--- src/hw/rtl/hoi_pkg.sv ---
// shared types and codes for the heater over-temperature interlock
package hoi_pkg;

  localparam int TempW   = 16;
  localparam int ReasonW = 3;
  localparam int BlockW  = 2;
  localparam int ActionW = 2;

  localparam logic signed [TempW-1:0] ThreshReset = 16'sd8000;

  // event kinds
  localparam logic [ActionW-1:0] ACT_SENSOR = 2'd0;
  localparam logic [ActionW-1:0] ACT_HEATER = 2'd1;
  localparam logic [ActionW-1:0] ACT_REARM  = 2'd2;

  // block codes
  localparam logic [BlockW-1:0] BLK_NONE      = 2'd0;
  localparam logic [BlockW-1:0] BLK_NO_SENSOR = 2'd1;
  localparam logic [BlockW-1:0] BLK_INVALID   = 2'd2;
  localparam logic [BlockW-1:0] BLK_LATCHED   = 2'd3;

  // refusal reasons
  localparam logic [ReasonW-1:0] RSN_NONE        = 3'd0;
  localparam logic [ReasonW-1:0] RSN_NO_SENSOR   = 3'd1;
  localparam logic [ReasonW-1:0] RSN_INVALID     = 3'd2;
  localparam logic [ReasonW-1:0] RSN_LATCHED     = 3'd3;
  localparam logic [ReasonW-1:0] RSN_NOT_LATCHED = 3'd4;
  localparam logic [ReasonW-1:0] RSN_TEMP_HIGH   = 3'd5;

  typedef struct packed {
    logic               accepted;
    logic [ReasonW-1:0] reason;
    logic [BlockW-1:0]  block_reason;
    logic               heater_on;
    logic               latched;
    logic               alarm;
  } hoi_result_t;

endpackage

--- src/hw/rtl/hoi_core.sv ---
// interlock state, threshold register and per-event decision logic
module hoi_core import hoi_pkg::*; (
  input  logic                    clk,
  input  logic                    rst_n,
  input  logic                    cfg_wr_en,
  input  logic signed [TempW-1:0] cfg_wr_data,
  input  logic                    accept,
  input  logic [ActionW-1:0]      action,
  input  logic                    sensor_found,
  input  logic                    sample_ok,
  input  logic signed [TempW-1:0] temp_cdeg,
  input  logic                    heater_request,
  output hoi_result_t             result
);

  logic signed [TempW-1:0] thresh_r;
  logic                    latch_r, latch_nxt;
  logic                    heater_r, heater_nxt;
  logic                    alarm_r, alarm_nxt;
  logic [BlockW-1:0]       block_r, block_nxt;
  logic                    last_present_r, last_present_nxt;
  logic                    last_valid_r, last_valid_nxt;
  logic signed [TempW-1:0] last_temp_r, last_temp_nxt;
  logic                    acc;
  logic [ReasonW-1:0]      why;
  logic                    new_hot;
  logic                    last_hot;

  assign new_hot  = temp_cdeg >= thresh_r;
  assign last_hot = last_temp_r >= thresh_r;

  always_comb begin
    latch_nxt        = latch_r;
    heater_nxt       = heater_r;
    alarm_nxt        = alarm_r;
    block_nxt        = block_r;
    last_present_nxt = last_present_r;
    last_valid_nxt   = last_valid_r;
    last_temp_nxt    = last_temp_r;
    acc              = 1'b0;
    why              = RSN_NONE;
    unique case (action)
      ACT_SENSOR: begin
        last_present_nxt = sensor_found;
        last_valid_nxt   = sample_ok;
        last_temp_nxt    = temp_cdeg;
        alarm_nxt        = sensor_found & sample_ok & new_hot;
        latch_nxt        = latch_r | alarm_nxt;
        if (latch_nxt) begin
          block_nxt = BLK_LATCHED;
        end else if (!sensor_found) begin
          block_nxt = BLK_NO_SENSOR;
        end else if (!sample_ok) begin
          block_nxt = BLK_INVALID;
        end else begin
          block_nxt = BLK_NONE;
        end
        if (block_nxt != BLK_NONE) begin
          heater_nxt = 1'b0;
        end
        acc = 1'b1;
      end
      ACT_HEATER: begin
        if (!heater_request) begin
          heater_nxt = 1'b0;
          acc        = 1'b1;
        end else if (block_r != BLK_NONE) begin
          why = {1'b0, block_r};
        end else begin
          heater_nxt = 1'b1;
          acc        = 1'b1;
        end
      end
      ACT_REARM: begin
        if (!latch_r) begin
          why = RSN_NOT_LATCHED;
        end else if (!last_present_r) begin
          why = RSN_NO_SENSOR;
        end else if (!last_valid_r) begin
          why = RSN_INVALID;
        end else if (last_hot) begin
          why = RSN_TEMP_HIGH;
        end else begin
          latch_nxt  = 1'b0;
          block_nxt  = BLK_NONE;
          heater_nxt = 1'b0;
          acc        = 1'b1;
        end
      end
      default: begin
        // unused code, nothing changes
      end
    endcase
  end

  always_comb begin
    result.accepted     = acc;
    result.reason       = why;
    result.block_reason = block_nxt;
    result.heater_on    = heater_nxt;
    result.latched      = latch_nxt;
    result.alarm        = alarm_nxt;
  end

  always_ff @(posedge clk) begin
    if (!rst_n) begin
      thresh_r       <= ThreshReset;
      latch_r        <= 1'b0;
      heater_r       <= 1'b0;
      alarm_r        <= 1'b0;
      block_r        <= BLK_NO_SENSOR;
      last_present_r <= 1'b0;
      last_valid_r   <= 1'b0;
      last_temp_r    <= '0;
    end else begin
      if (cfg_wr_en) begin
        thresh_r <= cfg_wr_data;
      end
      if (accept) begin
        latch_r        <= latch_nxt;
        heater_r       <= heater_nxt;
        alarm_r        <= alarm_nxt;
        block_r        <= block_nxt;
        last_present_r <= last_present_nxt;
        last_valid_r   <= last_valid_nxt;
        last_temp_r    <= last_temp_nxt;
      end
    end
  end

`ifndef SYNTHESIS
  a_latch_blocks: assert property (@(posedge clk) disable iff (!rst_n)
    latch_r |-> block_r == BLK_LATCHED)
    else $error("latch set without latched block code");
  a_heater_unblocked: assert property (@(posedge clk) disable iff (!rst_n)
    heater_r |-> block_r == BLK_NONE)
    else $error("heater on while blocked");
  a_rearm_clears: assert property (@(posedge clk) disable iff (!rst_n)
    (accept && action == ACT_REARM && result.accepted) |=> !latch_r && !heater_r)
    else $error("accepted rearm left latch or heater set");
`endif

endmodule

--- src/hw/rtl/hoi_skid.sv ---
// two-entry output buffer: result register plus skid register
module hoi_skid import hoi_pkg::*; (
  input  logic        clk,
  input  logic        rst_n,
  input  logic        push,
  input  hoi_result_t push_data,
  output logic        push_ready,
  output logic        out_valid,
  input  logic        out_ready,
  output hoi_result_t out_data
);

  logic        out_vld_r;
  logic        skid_vld_r;
  hoi_result_t out_data_r;
  hoi_result_t skid_data_r;
  logic        out_free;

  assign out_free   = !out_vld_r || out_ready;
  assign push_ready = !skid_vld_r;
  assign out_valid  = out_vld_r;
  assign out_data   = out_data_r;

  always_ff @(posedge clk) begin
    if (!rst_n) begin
      out_vld_r  <= 1'b0;
      skid_vld_r <= 1'b0;
    end else if (out_free) begin
      if (skid_vld_r) begin
        out_vld_r  <= 1'b1;
        skid_vld_r <= 1'b0;
      end else begin
        out_vld_r <= push;
      end
    end else if (push) begin
      skid_vld_r <= 1'b1;
    end
  end

  always_ff @(posedge clk) begin
    if (out_free) begin
      out_data_r <= skid_vld_r ? skid_data_r : push_data;
    end else if (push) begin
      skid_data_r <= push_data;
    end
  end

`ifndef SYNTHESIS
  a_skid_behind_out: assert property (@(posedge clk) disable iff (!rst_n)
    skid_vld_r |-> out_vld_r)
    else $error("skid entry held with empty result register");
  a_out_held: assert property (@(posedge clk) disable iff (!rst_n)
    (out_vld_r && !out_ready) |=> out_vld_r && out_data_r == $past(out_data_r))
    else $error("waiting result beat changed");
  a_push_has_room: assert property (@(posedge clk) disable iff (!rst_n)
    push |-> !skid_vld_r)
    else $error("beat pushed into a full buffer");
`endif

endmodule

--- src/hw/rtl/heater_overtemp_interlock.sv ---
// top level of the heater over-temperature interlock
// each result is registered, in the skid register if the result register is held
// throughput: one beat per cycle, sustained while out_ready stays high
// in_ready comes only from the skid register, so up to two results can wait on out_*
// reset (rst_n low, synchronous): latch, heater and alarm off, block code no sensor,
// threshold 80.00 degrees, output buffer emptied
module heater_overtemp_interlock import hoi_pkg::*; (
  input  logic                    clk,
  input  logic                    rst_n,
  // configuration: threshold register
  input  logic                    cfg_wr_en,
  input  logic signed [TempW-1:0] cfg_wr_data,
  // event channel
  input  logic                    in_valid,
  output logic                    in_ready,
  input  logic [ActionW-1:0]      in_action,
  input  logic                    in_sensor_found,
  input  logic                    in_sample_ok,
  input  logic signed [TempW-1:0] in_temp_cdeg,
  input  logic                    in_heater_request,
  // result channel
  output logic                    out_valid,
  input  logic                    out_ready,
  output logic                    out_accepted,
  output logic [ReasonW-1:0]      out_reason,
  output logic [BlockW-1:0]       out_block_reason,
  output logic                    out_heater_on,
  output logic                    out_latched,
  output logic                    out_alarm
);

  logic        in_beat;
  hoi_result_t core_result;
  hoi_result_t out_data;

  // a beat is taken whenever the skid entry is free
  assign in_beat = in_valid && in_ready;

  // decision logic and interlock state, updated on each accepted beat
  hoi_core u_core (
    .clk            (clk),
    .rst_n          (rst_n),
    .cfg_wr_en      (cfg_wr_en),
    .cfg_wr_data    (cfg_wr_data),
    .accept         (in_beat),
    .action         (in_action),
    .sensor_found   (in_sensor_found),
    .sample_ok      (in_sample_ok),
    .temp_cdeg      (in_temp_cdeg),
    .heater_request (in_heater_request),
    .result         (core_result)
  );

  // result register with skid entry so one more beat can be taken under back-pressure
  hoi_skid u_skid (
    .clk        (clk),
    .rst_n      (rst_n),
    .push       (in_beat),
    .push_data  (core_result),
    .push_ready (in_ready),
    .out_valid  (out_valid),
    .out_ready  (out_ready),
    .out_data   (out_data)
  );

  assign out_accepted     = out_data.accepted;
  assign out_reason       = out_data.reason;
  assign out_block_reason = out_data.block_reason;
  assign out_heater_on    = out_data.heater_on;
  assign out_latched      = out_data.latched;
  assign out_alarm        = out_data.alarm;

endmodule
--- config.mk ---
export PLATFORM = sky130hd
export DESIGN_NAME = heater_overtemp_interlock
export DESIGN_NICKNAME = d
export VERILOG_FILES = /design/src/hw/rtl/hoi_pkg.sv /design/src/hw/rtl/hoi_core.sv /design/src/hw/rtl/hoi_skid.sv /design/src/hw/rtl/heater_overtemp_interlock.sv
export SDC_FILE = /design/constraint.sdc
export NUM_CORES = 1
export LEC_CHECK = 0
export ABC_CLOCK_PERIOD_IN_PS = 3770
export BUFFER_PORTS_ARGS = -buffer_cell sky130_fd_sc_hd__buf_2
export CAP_MARGIN = 20
export CORE_ASPECT_RATIO = 1.1
export CORE_MARGIN = 8
export CORE_UTILIZATION = 40
export CTS_BUF_LIST = sky130_fd_sc_hd__clkbuf_2 sky130_fd_sc_hd__clkbuf_4 sky130_fd_sc_hd__clkbuf_8
export DETAILED_ROUTE_END_ITERATION = 8
export GPL_TIMING_DRIVEN = 0
export PLACE_DENSITY = 0.57
export SYNTH_ARGS = -nofsm -noshare
export SYNTH_HDL_FRONTEND = slang
export SYNTH_SLANG_ARGS = --single-unit
--- constraint.sdc ---
create_clock -name clk -period 3.77 [get_ports clk]
set_clock_uncertainty 0.05 [all_clocks]
set_input_delay 0.754 -clock clk [delete_from_list [all_inputs] [get_ports clk]]
set_output_delay 0.754 -clock clk [all_outputs]
set_load 0.01 [all_outputs]
Yosys cells after proc, flatten, opt, wreduce, memory -nomap -nowiden
Cells that the tools add are included.
{"block": "op_classes", "n_addsub": 0, "mux": 39, "n_reduce_logical": 10, "n_eq_ne": 2, "mul": 0, "shifts": 0, "order_cmp": 2, "div": 0, "n_bitwise": 5}
{"op": "greater-or-equal comparator 16 bit", "n": 2}
{"op": "2-to-1 mux 1 bit", "n": 19}
{"op": "2-to-1 mux 2 bit", "n": 9}
{"op": "2-to-1 mux 3 bit", "n": 5}
{"op": "2-to-1 mux 9 bit", "n": 1}
{"op": "one-hot mux 1 bit (3 select lines)", "n": 2}
{"op": "one-hot mux 3 bit (2 select lines)", "n": 1}
{"op": "one-hot mux 2 bit (2 select lines)", "n": 1}
{"op": "AND reduction 2 bit", "n": 2}
{"op": "nonzero test 2 bit", "n": 2}
{"op": "bitwise AND 1 bit", "n": 2}
{"op": "equality test 2 x 1 -> 1 bit (second input constant)", "n": 1}
{"op": "equality test 2 bit (second input constant)", "n": 1}
{"op": "zero test 1 bit", "n": 2}
{"op": "zero test 2 bit", "n": 1}
{"op": "inverter 1 bit", "n": 2}
{"op": "one-hot mux 1 bit (2 select lines)", "n": 1}
{"op": "OR reduction 2 bit", "n": 1}
{"op": "logical AND 1 bit", "n": 1}
{"op": "logical OR 1 bit", "n": 1}
{"op": "OR 1 bit", "n": 1}
{"block": "word_totals", "inputBits": 42, "out_inout_bits": 11, "word_cells": 80, "regBits": 59, "mem_count": 0, "mem_bits_ro": 0, "latch_bits": 0, "ramBits": 0}

Depth between registers and ports, before layout
Gate-level depths: netlist of the first run.
{"block": "logic_depth", "depth_word": 9, "mapped_depth": 9}

Cells and area by module
A second synthesis of the first run with hierarchy kept.
{"block": "unflattened", "hier_cells": 351, "area_unflattened_um2": 3276.9}
{"module": "hoi_core", "cells_per_inst": 313, "area_per_inst_um2": 2503.7, "instances": 1}
{"module": "hoi_skid", "cells_per_inst": 37, "area_per_inst_um2": 767.0, "instances": 1}
{"module": "heater_overtemp_interlock", "cells_per_inst": 1, "area_per_inst_um2": 6.3, "instances": 1}

Worst setup path after synthesis of the first run
Ideal clock, no wire load.
{"block": "synth_timing", "path_type": "input-to-reg", "startpoint": "input port in_temp_cdeg[5]", "endpoint": "register u_skid.out_data_r, in the netlist u_skid.out_data[0] (data pin)", "setup_ps": 260, "stages": 8, "arrival_time_ps": 2456, "setup_slack_ps": 1004, "required_ps": 3460, "path_cell_list": "ha_1 a21o_1 a21o_1 a221o_1 a211oi_1 o21bai_1 o2bb2ai_1 mux2_2"}
{"element": "start, declared", "line_no": "heater_overtemp_interlock.sv:19", "source": "input logic signed [TempW-1:0] in_temp_cdeg,"}
{"element": "end signal, assigned", "line_no": "hoi_skid.sv:42", "source": "out_data_r <= skid_vld_r ? skid_data_r : push_data;"}
{"element": "end, declared", "line_no": "hoi_skid.sv:15", "source": "hoi_result_t out_data_r;"}

Worst setup path in the final report of the first run
{"block": "layout_timing", "startpoint": "register u_core.thresh_r[15]", "endpoint": "register u_skid.out_data_r, in the netlist u_skid.out_data[1] (data pin)"}
{"block": "layout_between", "elab_chain_cells": 7}
{"element": "start, declared", "line_no": "hoi_core.sv:16", "source": "logic signed [TempW-1:0] thresh_r;"}
{"element": "start signal, assigned", "line_no": "hoi_core.sv:107", "source": "thresh_r <= ThreshReset;"}
{"element": "start signal, assigned", "line_no": "hoi_core.sv:117", "source": "thresh_r <= cfg_wr_data;"}
{"element": "greater-or-equal comparator 16 bit", "line_no": "hoi_core.sv:30", "source": "assign last_hot = last_temp_r >= thresh_r;"}
{"element": "2-to-1 mux 1 bit", "line_no": "hoi_core.sv:81", "source": "end else if (last_hot) begin"}
{"element": "2-to-1 mux 1 bit", "line_no": "hoi_core.sv:79", "source": "end else if (!last_valid_r) begin"}
{"element": "2-to-1 mux 1 bit", "line_no": "hoi_core.sv:77", "source": "end else if (!last_present_r) begin"}
{"element": "2-to-1 mux 1 bit", "line_no": "hoi_core.sv:75", "source": "if (!latch_r) begin"}
{"element": "one-hot mux 1 bit (2 select lines) (*)", "line_no": "hoi_core.sv:42", "source": "unique case (action)"}
{"element": "2-to-1 mux 9 bit (*)", "line_no": "hoi_skid.sv:42"}
Mark *: on every way between the ends. The rest lies on a longest branch, timed or not.
A chain may end at the register's enable or synchronous reset.

==> key figures, run 1 <==
Setup path
  – Worst setup SP type: flop
  – R2r endpoint: u_skid.out_data[1]
  – Worst Path Arrival: 2950 ps
  – Worst Path Class, Setup: flop to flop
  – Worst setup EP type: flop
  – Worst reg2reg path startpoint: u_core.thresh_r[15]
  – R2R Setup Slk: 830 ps
  – CP Max Fanout: 5
  – Critical path, cell by cell: inv_1 > ha_1 > nand4_2 > or3_1 > a21o_1 > and3_1 > mux2_4 > o41ai_4 > a31oi_1
  – WP data required: 3790 ps
  – CP max stage cell: or3_1
  – Worst r2r path cells: 9
  – Crit-path max cell delay: 400 ps

Yosys
  – Post-synth top cells: nand2_1 (61), dfxtp_1 (41), ha_1 (36)
  – Ys Warns: 0
  – Register bit total from synthesis: 59
  – Area of the mapped netlist: 3280 um^2
  – Post-Syn Instances: 363
  – Syn_area_per_cell: 9.04 um^2
  – Sequential area share after synthesis: 41.5%
  – Synth top area share: 25.0%
  – Synth area leader: dfxtp_1
  – Net count after synthesis: 441
  – Synth Flop Type: dfxtp_1
  – Fraction of registers with async set/reset: 0%
  – Most frequent cell after synthesis: nand2_1
  – Synth cell types: 48
  – Top post-synthesis cells by area: dfxtp_1 (25%), edfxtp_1 (16%), ha_1 (14%)
  – EDFF count, synth: 18

STA
  – Final hold violation count: 0
  – Max Clock Freq: 0.340 GHz
  – Setup violators final: 0
  – Rel. slew slack: 46.0%
  – Final setup TNS: 0 ps
  – Final max-slew violation count: 0
  – Final Critical Period: 2940 ps
  – RSZ-0062 raised after global routing: false
  – Final worst-path cycle share: 78.0%
  – Least-Margin Pin Slew: 807 ps

Place
  – Routability cong.: 0.850
  – Port Buf Inserts: 51
  – DP Wirelength: 6230 um

Clock network
  – Post-CTS Setup Bufs: 0
  – Clk pin slew, worst setup/hold paths: 70 ps
  – CTS Root Cell: clkbuf_8
  – Hold-fix buffers, CTS: 0
  – Worst-Skew Late Latency: 340 ps
  – # resized after CTS: 0
  – TritonCTS clock tree: yes
  – Htree depth: 3
  – Clk buf depth: 2
  – CTS Sinks: 59
  – Number of CTS-inserted buffers: 9

Power
  – Lkg Pwr: 1.71 nW
  – NetSw: 389 uW
  – PnR Total Power: 1.52 mW
  – Internal power: 1.13 mW
  – Sw frac: 25.7%
  – Clock power frac: 38.8%
  – Reg power frac: 46.3%
  – Comb power frac: 15.0%
  – Pwr/cell area: 392 nW/um^2
  – VDD IR-drop max: 0.273 mV

Routing
  – Initial DRT Pass Iterations: 4
  – DRT antenna net count: 0
  – Average wire per standard cell: 14.8 um
  – DR iter-0 viols: 110
  – DRC viols: 0
  – Routed WL: 7990 um
  – Total number of vias: 2,791
  – Via/cell ratio: 5.19

Finish
  – Antenna Cells: 0
  – Fillcell total: 793
  – Area grow syn2layout: 18.0%
  – Area of the multi-input gates: 1760 um^2
  – Share of cells above drive strength 1: 17.9%
  – Final Util: 48.6%
  – Register area: 1360 um^2
  – Final #Nets: 503

Global routing
  – Number of global-route vias before repair: 2,768
  – GRT Util Overall: 14.6%
  – Total congestion overflow: 0
  – First-pass GRT wire length: 13,100 um
  – Antenna violations before repair: 0
  – Largest net degree at the start of global routing: 13

Floorplanning
  – Total core area: 7960 um^2
  – I/O Pins: 53
  – Die H: 111 um
  – Row cnt: 34
  – Die width: 102 um
  – Initial Utilization: 41.2%
  – DIE AREA: 11,400 um^2

Status
  – Status: finished, final reports clean

Worst hold path
  – Hold path startpoint: u_core.last_temp_r[2]
  – Hold Path Depth: 2
  – Worst min-delay path class: flop to flop
  – WHS Endpoint: u_core.last_temp_r[2]

Job
  – MaxCap Viol Count: 0
stage by stage:
| stage | area, um^2 | instances | hold WS [ps] | setup slack [ps] |
|---|---|---|---|---|
| 2_1_floorplan | 3280 | 363 | 386 | 1000 |
| 3_3_place_gp | 3670 | 522 | 397 | 696 |
| 3_5_place_dp | 3670 | 522 | 405 | 668 |
| 4_1_cts | 3870 | 538 | 413 | 845 |
| 5_1_grt | 3870 | 538 | 429 | 726 |
| 6_report | 3870 | 538 | 410 | 831 |
metal layers:
layer	vias up	track usage [%]	share of wire, %
li1	1420	-	-
met1	1302	17.2	45
met2	61	24.7	48
met3	8	3.08	5.2
met4	0	5.49	1.3
met5	-	0	0
critical path: cells and delay by family (launching register included):
family                   cells  cell delay (ps)
adder cells (fa/ha/maj)      1              380
multiplexers                 1              330
AND/OR/NAND/NOR              3              780
flip-flops                   1              350
AO/OA/AOI/OAI                3              690
buffers and inverters        1               80
power by group through the flow:
stage / combinational (mW) / clock, mW / sequential, mW
global route: 0.256 / 0.630 / 0.704
finish: 0.227 / 0.588 / 0.701
CTS: 0.229 / 0.600 / 0.701
global placement: 0.224 / 0 / 0.714
floorplan: 0.144 / 0 / 0.719
detailed placement: 0.227 / 0 / 0.715
registers in the layout, indices dropped and copies added, names as in the netlist, 2 cells and up:
name                flops
u_core.last_temp_r     16
u_core.thresh_r        16
u_skid.out_data         9
u_skid.skid_data_r      9
u_core.block_r          2
cell families (layout without fill, tap and decap cells):
family,after synthesis,count (layout),synth area share (%)
buf+inv,43,110,4.92
flops,59,59,41.5
mux,15,15,4.84
fa+ha+maj,36,36,13.7
compound gates,87,87,17.8
simple gates,123,123,17.2
how the worst max path moves through the flow:
stage                        start                 end  slack [ps]  cells after the start
3_3_place_gp       in_temp_cdeg[5]  u_skid.out_data[0]         700                      9
2_1_floorplan      in_temp_cdeg[5]  u_skid.out_data[0]        1000                      8
5_1_grt        u_core.thresh_r[15]  u_skid.out_data[1]         730                      9
3_5_place_dp       in_temp_cdeg[5]  u_skid.out_data[0]         670                      9
4_1_cts        u_core.thresh_r[15]  u_skid.out_data[1]         840                      9
6_report       u_core.thresh_r[15]  u_skid.out_data[1]         830                      9
cell type report:
cell class | count | share of cell area, %
multi-input combinational | 261 | 45.4
sequential | 59 | 35.2
timing repair buffer | 51 | 6.60
clock buffer | 13 | 4.14
tap | 108 | 3.49
inverter | 31 | 3.01
buffer | 12 | 1.16
clock inverter | 3 | 1.00
cells in the final DEF, fill, tap and decap left out, types with 3 or more instances in the layout:
cell / instances
nand2_1: 61
buf_2: 51
dfxtp_1: 41
ha_1: 36
a21oi_1: 33
inv_1: 31
nor2_1: 24
edfxtp_1: 18
clkbuf_1: 11
mux2i_1: 11
clkbuf_8: 10
nand4_1: 9
o21ai_0: 9
o211ai_1: 9
a21o_1: 7
nand3_1: 5
a31oi_1: 5
nor3_1: 4
nand2b_1: 3
o21bai_1: 3
nor2b_1: 3
and3_1: 3
mux2_2: 3
o221ai_1: 3
clkbuf_4: 3
No activity file was read; power rests on OpenSTA's default activity.
==> inputs of run 2 (changes only) <==
--- a/config.mk
+++ b/config.mk
@@ -5,7 +5,7 @@
 export SDC_FILE = /design/constraint.sdc
 export NUM_CORES = 1
 export LEC_CHECK = 0
-export ABC_CLOCK_PERIOD_IN_PS = 3770
+export ABC_CLOCK_PERIOD_IN_PS = 2900
 export BUFFER_PORTS_ARGS = -buffer_cell sky130_fd_sc_hd__buf_2
 export CAP_MARGIN = 20
 export CORE_ASPECT_RATIO = 1.1
==> constraint.sdc (replaced) <==
create_clock -name clk -period 2.9 [get_ports clk]
set_clock_uncertainty 0.05 [all_clocks]
set_input_delay 0.58 -clock clk [delete_from_list [all_inputs] [get_ports clk]]
set_output_delay 0.58 -clock clk [all_outputs]
set_load 0.01 [all_outputs]
==> run 2 against run 1 <==
  * Sequential cell count did not move
  * Clock-buffer cell count did not move
  * Wire length fell by 0.10%
  * First-iteration DRC count fell by 24%
  * Clock power rose by 29%
  * Register-to-register slack got worse by 730 ps
  * Utilization rose by 0.16 points
  * Non-clock buffer count did not move
  * Combinational power rose by 30%
  * Setup slack got worse by 730 ps
  * Critical endpoint unchanged
  * Highest routed layer unchanged
==> key figures, run 2 (synthesis gave the netlist of run 1 again) <==
Status
  – Status: finished, final reports clean

Routing
  – Average wire per standard cell: 14.8 um
  – Routed met2 length: 3860 um
  – Top sig layer: met4
  – Via/cell ratio: 5.18
  – Initial DRT Pass Iterations: 4
  – Routed WL: 7980 um
  – Met1 WL: 3590 um
  – Routed wl met3: 404 um
  – DRC viols: 0
  – DRT antenna net count: 0
  – DR iter-0 viols: 84
  – Total number of vias: 2,786

STA
  – Final worst-path cycle share: 96.6%
  – Fin worst setup slack: 97.8 ps
  – Final max-slew violation count: 0
  – Least-Margin Pin Slew: 808 ps
  – RSZ-0062 raised after global routing: false
  – Final Critical Period: 2800 ps
  – Final hold violation count: 0
  – Setup violators final: 0
  – Max Clock Freq: 0.357 GHz
  – Rel. slew slack: 46.0%

Power
  – VDD IR-drop max: 0.356 mV
  – Pwr/cell area: 507 nW/um^2
  – Lkg Pwr: 1.71 nW

Setup path
  – CP Max Fanout: 5
  – Worst Path Arrival: 2810 ps
  – WP data required: 2910 ps
  – Worst setup SP type: flop
  – Worst Path Class, Setup: flop to flop
  – Worst setup EP type: flop

Place
  – Dpl ws: -27.7 ps
  – Port Buf Inserts: 51
  – Placed Area: 3670 um^2
  – DP Wirelength: 6230 um
  – Routability cong.: 0.850

Finish
  – Design Area, Final: 3880 um^2
  – Final #Nets: 503
  – Largest registers: u_core.last_temp_r x16, u_core.thresh_r x16
  – Commonest non-fill, non-tap cell in the layout: nand2_1
  – Share of cells above drive strength 1: 18.1%
  – Area grow syn2layout: 18.3%
  – Antenna Cells: 0
  – Fillcell total: 791
  – Most frequent cells in the layout: nand2_1 (61), buf_2 (51), dfxtp_1 (41), ha_1 (35), a21oi_1 (33)

Global routing
  – Antenna violations before repair: 0
  – Number of global-route vias before repair: 2,784
  – First-pass GRT wire length: 13,200 um
  – Total congestion overflow: 0
  – Largest net degree at the start of global routing: 13
  – GRT Util Overall: 14.6%

Floorplanning
  – Die width: 102 um
  – I/O Pins: 53
  – Row cnt: 34
  – Total core area: 7960 um^2
  – DIE AREA: 11,400 um^2
  – Die H: 111 um
  – Initial Utilization: 41.2%

Clock network
  – Number of CTS-inserted buffers: 9
  – CTS Sinks: 59
  – Hold-fix buffers, CTS: 0
  – CTS Root Cell: clkbuf_8
  – Worst-Skew Late Latency: 330 ps
  – Clk buf depth: 2
  – Post-CTS Setup Bufs: 0
  – Htree depth: 3
  – Clk pin slew, worst setup/hold paths: 70 ps
  – TritonCTS clock tree: yes

Job
  – MaxCap Viol Count: 0

Worst hold path
  – Worst min-delay path class: flop to flop
run 2: final cells by class:
class	instances	area, um^2	share of cell area [%]
multi-input combinational	261	1770	45.6
sequential	59	1360	35.1
timing repair buffer	51	255	6.57
clock buffer	13	160	4.13
tap	108	135	3.48
inverter	31	116	3.00
buffer	12	45.0	1.16
clock inverter	3	38.8	0.999
run 2: path summary, 6_finish.rpt:
path	startpoint	depth (start not counted)	slack [ps]	end
worst min register to register	u_core.last_temp_r[2]	2	410	u_core.last_temp_r[2]
worst max register to register	u_core.thresh_r[15]	9	100	u_skid.out_data[1]
worst min-delay path	u_core.last_temp_r[2]	2	410	u_core.last_temp_r[2]
worst max-delay path	u_core.thresh_r[15]	9	100	u_skid.out_data[1]
run 2: what timing repair did:
action | in CTS | in global routing
setup endpoints to repair | 1 | 1
pin swaps | 0 | 1
gates resized for setup | 1 | 0
endpoints found under the hold margin | 0 | 0
run 2: metrics by stage:
stage	power (mW)	instances	setup TNS, ps	hold WS (ps)	util (%)
2_1_floorplan	1.12	363	0	386	-
3_3_place_gp	1.22	522	0	397	46.1
3_5_place_dp	1.23	522	-38.7	405	46.1
4_1_cts	1.99	538	0	400	48.8
5_1_grt	2.07	538	0	401	48.8
6_report	1.97	538	0	411	48.8
run 2: critical path, stage by stage (launching register included):
cell and delay (ps):
dfxtp_1 350, inv_1 100, ha_4 310, nand4_2 160
or3_1 400, a21o_1 210, and3_1 210, mux2_4 330
o41ai_4 280, a31oi_1 130
run 2: power by group:
group / switching, mW / total, mW / internal [mW] / leakage [nW]
Combinational: 0.171 / 0.296 / 0.126 / 1.09
Sequential: 0.0171 / 0.912 / 0.895 / 0.520
Clock: 0.314 / 0.759 / 0.445 / 0.105
run 2: per-layer routing:
| metal | GRT usage, % | up-vias |
|---|---|---|
| met5 | 0 | - |
| met4 | 5.49 | 0 |
| met3 | 3.08 | 10 |
| met2 | 24.9 | 73 |
| met1 | 17.2 | 1284 |
| li1 | - | 1419 |
==> inputs of run 3 (changes only) <==
--- a/config.mk
+++ b/config.mk
@@ -6,7 +6,7 @@
 export NUM_CORES = 1
 export LEC_CHECK = 0
 export ABC_CLOCK_PERIOD_IN_PS = 2900
-export BUFFER_PORTS_ARGS = -buffer_cell sky130_fd_sc_hd__buf_2
+export BUFFER_PORTS_ARGS = -buffer_cell sky130_fd_sc_hd__buf_4
 export CAP_MARGIN = 20
 export CORE_ASPECT_RATIO = 1.1
 export CORE_MARGIN = 8
==> run 3 against run 2 <==
  * Non-clock buffer count unchanged
  * Clock-buffer cell count did not move
  * Setup slack gained 19 ps
  * Register-to-register slack gained 20 ps
  * Die area unchanged
  * Critical path depth did not move
  * Wire length is 0.69% higher
  * Maximum frequency up 0.67%
  * Hold slack got worse by 1.0 ps
  * Clock power down 12%
  * Critical endpoint is now u_skid.out_data[8]
  * Final area rose by 2.6%
==> key figures, run 3 (synthesis gave the netlist of run 1 again) <==
Routing
  – DR iter-0 viols: 106
  – Via/cell ratio: 5.16
  – DRT antenna net count: 0
  – Routed WL: 8030 um
  – Total number of vias: 2,775
  – DRC viols: 0
  – Average wire per standard cell: 14.9 um
  – Initial DRT Pass Iterations: 4

Setup path
  – CP max stage cell: nor4_2
  – Critical path, cell by cell: inv_1 > ha_1 > nand4_1 > nor4_2 > nor3_1 > nand4_1 > nand2_1 > a211o_1 > a22o_1
  – CP dominant cell by count: nand4_1
  – CP Max Fanout: 5
  – WP data required: 2940 ps
  – Worst setup SP type: flop
  – Worst reg2reg path startpoint: u_core.thresh_r[9]
  – Crit-path max cell delay: 710 ps
  – Worst Path Class, Setup: flop to flop
  – Worst Path Arrival: 2830 ps
  – Worst setup EP type: flop
  – Worst Setup SP: u_core.thresh_r[9]

Finish
  – Fillcell total: 783
  – Commonest non-fill, non-tap cell in the layout: nand2_1
  – Area of the multi-input gates: 1770 um^2
  – Final #Nets: 503
  – Most frequent cells in the layout: nand2_1 (61), buf_4 (51), dfxtp_1 (41), ha_1 (35), a21oi_1 (33)
  – Non-filler cells, final: 538
  – Share of cells above drive strength 1: 18.1%
  – Largest registers: u_core.last_temp_r x16, u_core.thresh_r x16
  – Register area: 1360 um^2
  – Antenna Cells: 0
  – Area grow syn2layout: 21.5%

Global routing
  – Total congestion overflow: 0
  – Largest net degree at the start of global routing: 13
  – GR Util met1: 17.8%
  – Met3 Use GR: 2.95%
  – GRT Util Overall: 14.9%
  – GR Layer Usage met2: 24.9%
  – Most used routing layer: met2
  – Number of global-route vias before repair: 2,837
  – First-pass GRT wire length: 13,400 um
  – Antenna violations before repair: 0

Worst hold path
  – Hold path startpoint: u_core.last_temp_r[14]
  – Worst min-delay path class: flop to flop

STA
  – Least-Margin Pin Slew: 815 ps
  – Final Critical Period: 2780 ps
  – Final hold violation count: 0
  – Max Clock Freq: 0.359 GHz
  – Setup violators final: 0
  – Final setup TNS: 0 ps
  – WHS: 410 ps
  – Final max-slew violation count: 0
  – RSZ-0062 raised after global routing: true
  – Final worst-path cycle share: 96.0%
  – Rel. slew slack: 45.5%

Floorplanning
  – Die width: 102 um
  – Die H: 111 um
  – Row cnt: 34
  – Initial Utilization: 41.2%
  – DIE AREA: 11,400 um^2
  – I/O Pins: 53
  – Total core area: 7960 um^2

Power
  – Pwr/cell area: 477 nW/um^2
  – Lkg Pwr: 1.74 nW
  – VDD IR-drop max: 0.308 mV

Job
  – MaxCap Viol Count: 0

Place
  – DP Wirelength: 6270 um
  – Routability cong.: 0.840
  – Port Buf Inserts: 51
  – Cells after DPL: 522

Clock network
  – Number of CTS-inserted buffers: 9
  – Htree depth: 3
  – TritonCTS clock tree: yes
  – CTS Sinks: 59
  – Post-CTS Setup Bufs: 0
  – CTS Root Cell: clkbuf_8
  – Worst-Skew Late Latency: 340 ps
  – Clk pin slew, worst setup/hold paths: 70 ps
  – Clk buf depth: 2
  – Hold-fix buffers, CTS: 0

Status
  – Status: finished, final reports clean
[run 3: cell count changes in the layout (fill, tap and decap cells not counted)]
cell,before,now
buf_2,51,0
bufinv_16,1,0
buf_4,0,51
clkinv_2,1,2
[run 3: power breakdown]
group          internal, mW  total, mW  leakage, nW  switching [mW]
Sequential            0.895      0.912        0.520          0.0176
Clock                 0.357      0.670       0.0951           0.314
Combinational         0.148      0.319         1.13           0.172
[run 3: final timing paths]
kind	end	slack, ps	depth (start not counted)
setup / recovery	u_skid.out_data[8]	120	9
hold / removal	u_core.last_temp_r[14]	410	2
setup reg to reg	u_skid.out_data[8]	120	9
hold reg to reg	u_core.last_temp_r[14]	410	2
[run 3: layer usage]
layer	wire length, um	part of all wire (%)
met1	3610	45
met2	3930	49
met4	148	1.8
met5	0	0
met3	341	4.2
[run 3: area by class of cell]
class | instances | share of cell area (%)
Multi-Input combinational cell | 261 | 44.4
Timing Repair Buffer | 51 | 9.61
Sequential cell | 59 | 34.2
Clock buffer | 13 | 4.02
Clock inverter | 3 | 0.345
Buffer | 12 | 1.13
Inverter | 31 | 2.92
Tap cell | 108 | 3.39
[run 3: critical path: cells and delay by family, from the launching register on]
| family | cells | cell delay [ps] |
|---|---|---|
| simple gates | 5 | 1320 |
| flops | 1 | 310 |
| buf+inv | 1 | 60 |
| compound gates | 2 | 500 |
| fa+ha+maj | 1 | 290 |
[run 3: repair_timing]
action | 4_1_cts | 5_1_grt
resized for setup | 1 | 0
setup endpoints to repair | 1 | 4
pin swaps | 0 | 2
hold endpoints to repair | 0 | 0
[run 3: stage by stage]
step	cell area, um^2	total power, mW	utilization [%]	setup slack [ps]
floorplan	3280	1.12	-	266
global placement	3800	1.24	47.8	-8.69
detailed placement	3800	1.25	47.8	-22.1
CTS	3990	1.92	50.1	60.8
global route	3990	2.01	50.1	-34.4
finish	3990	1.90	50.1	116
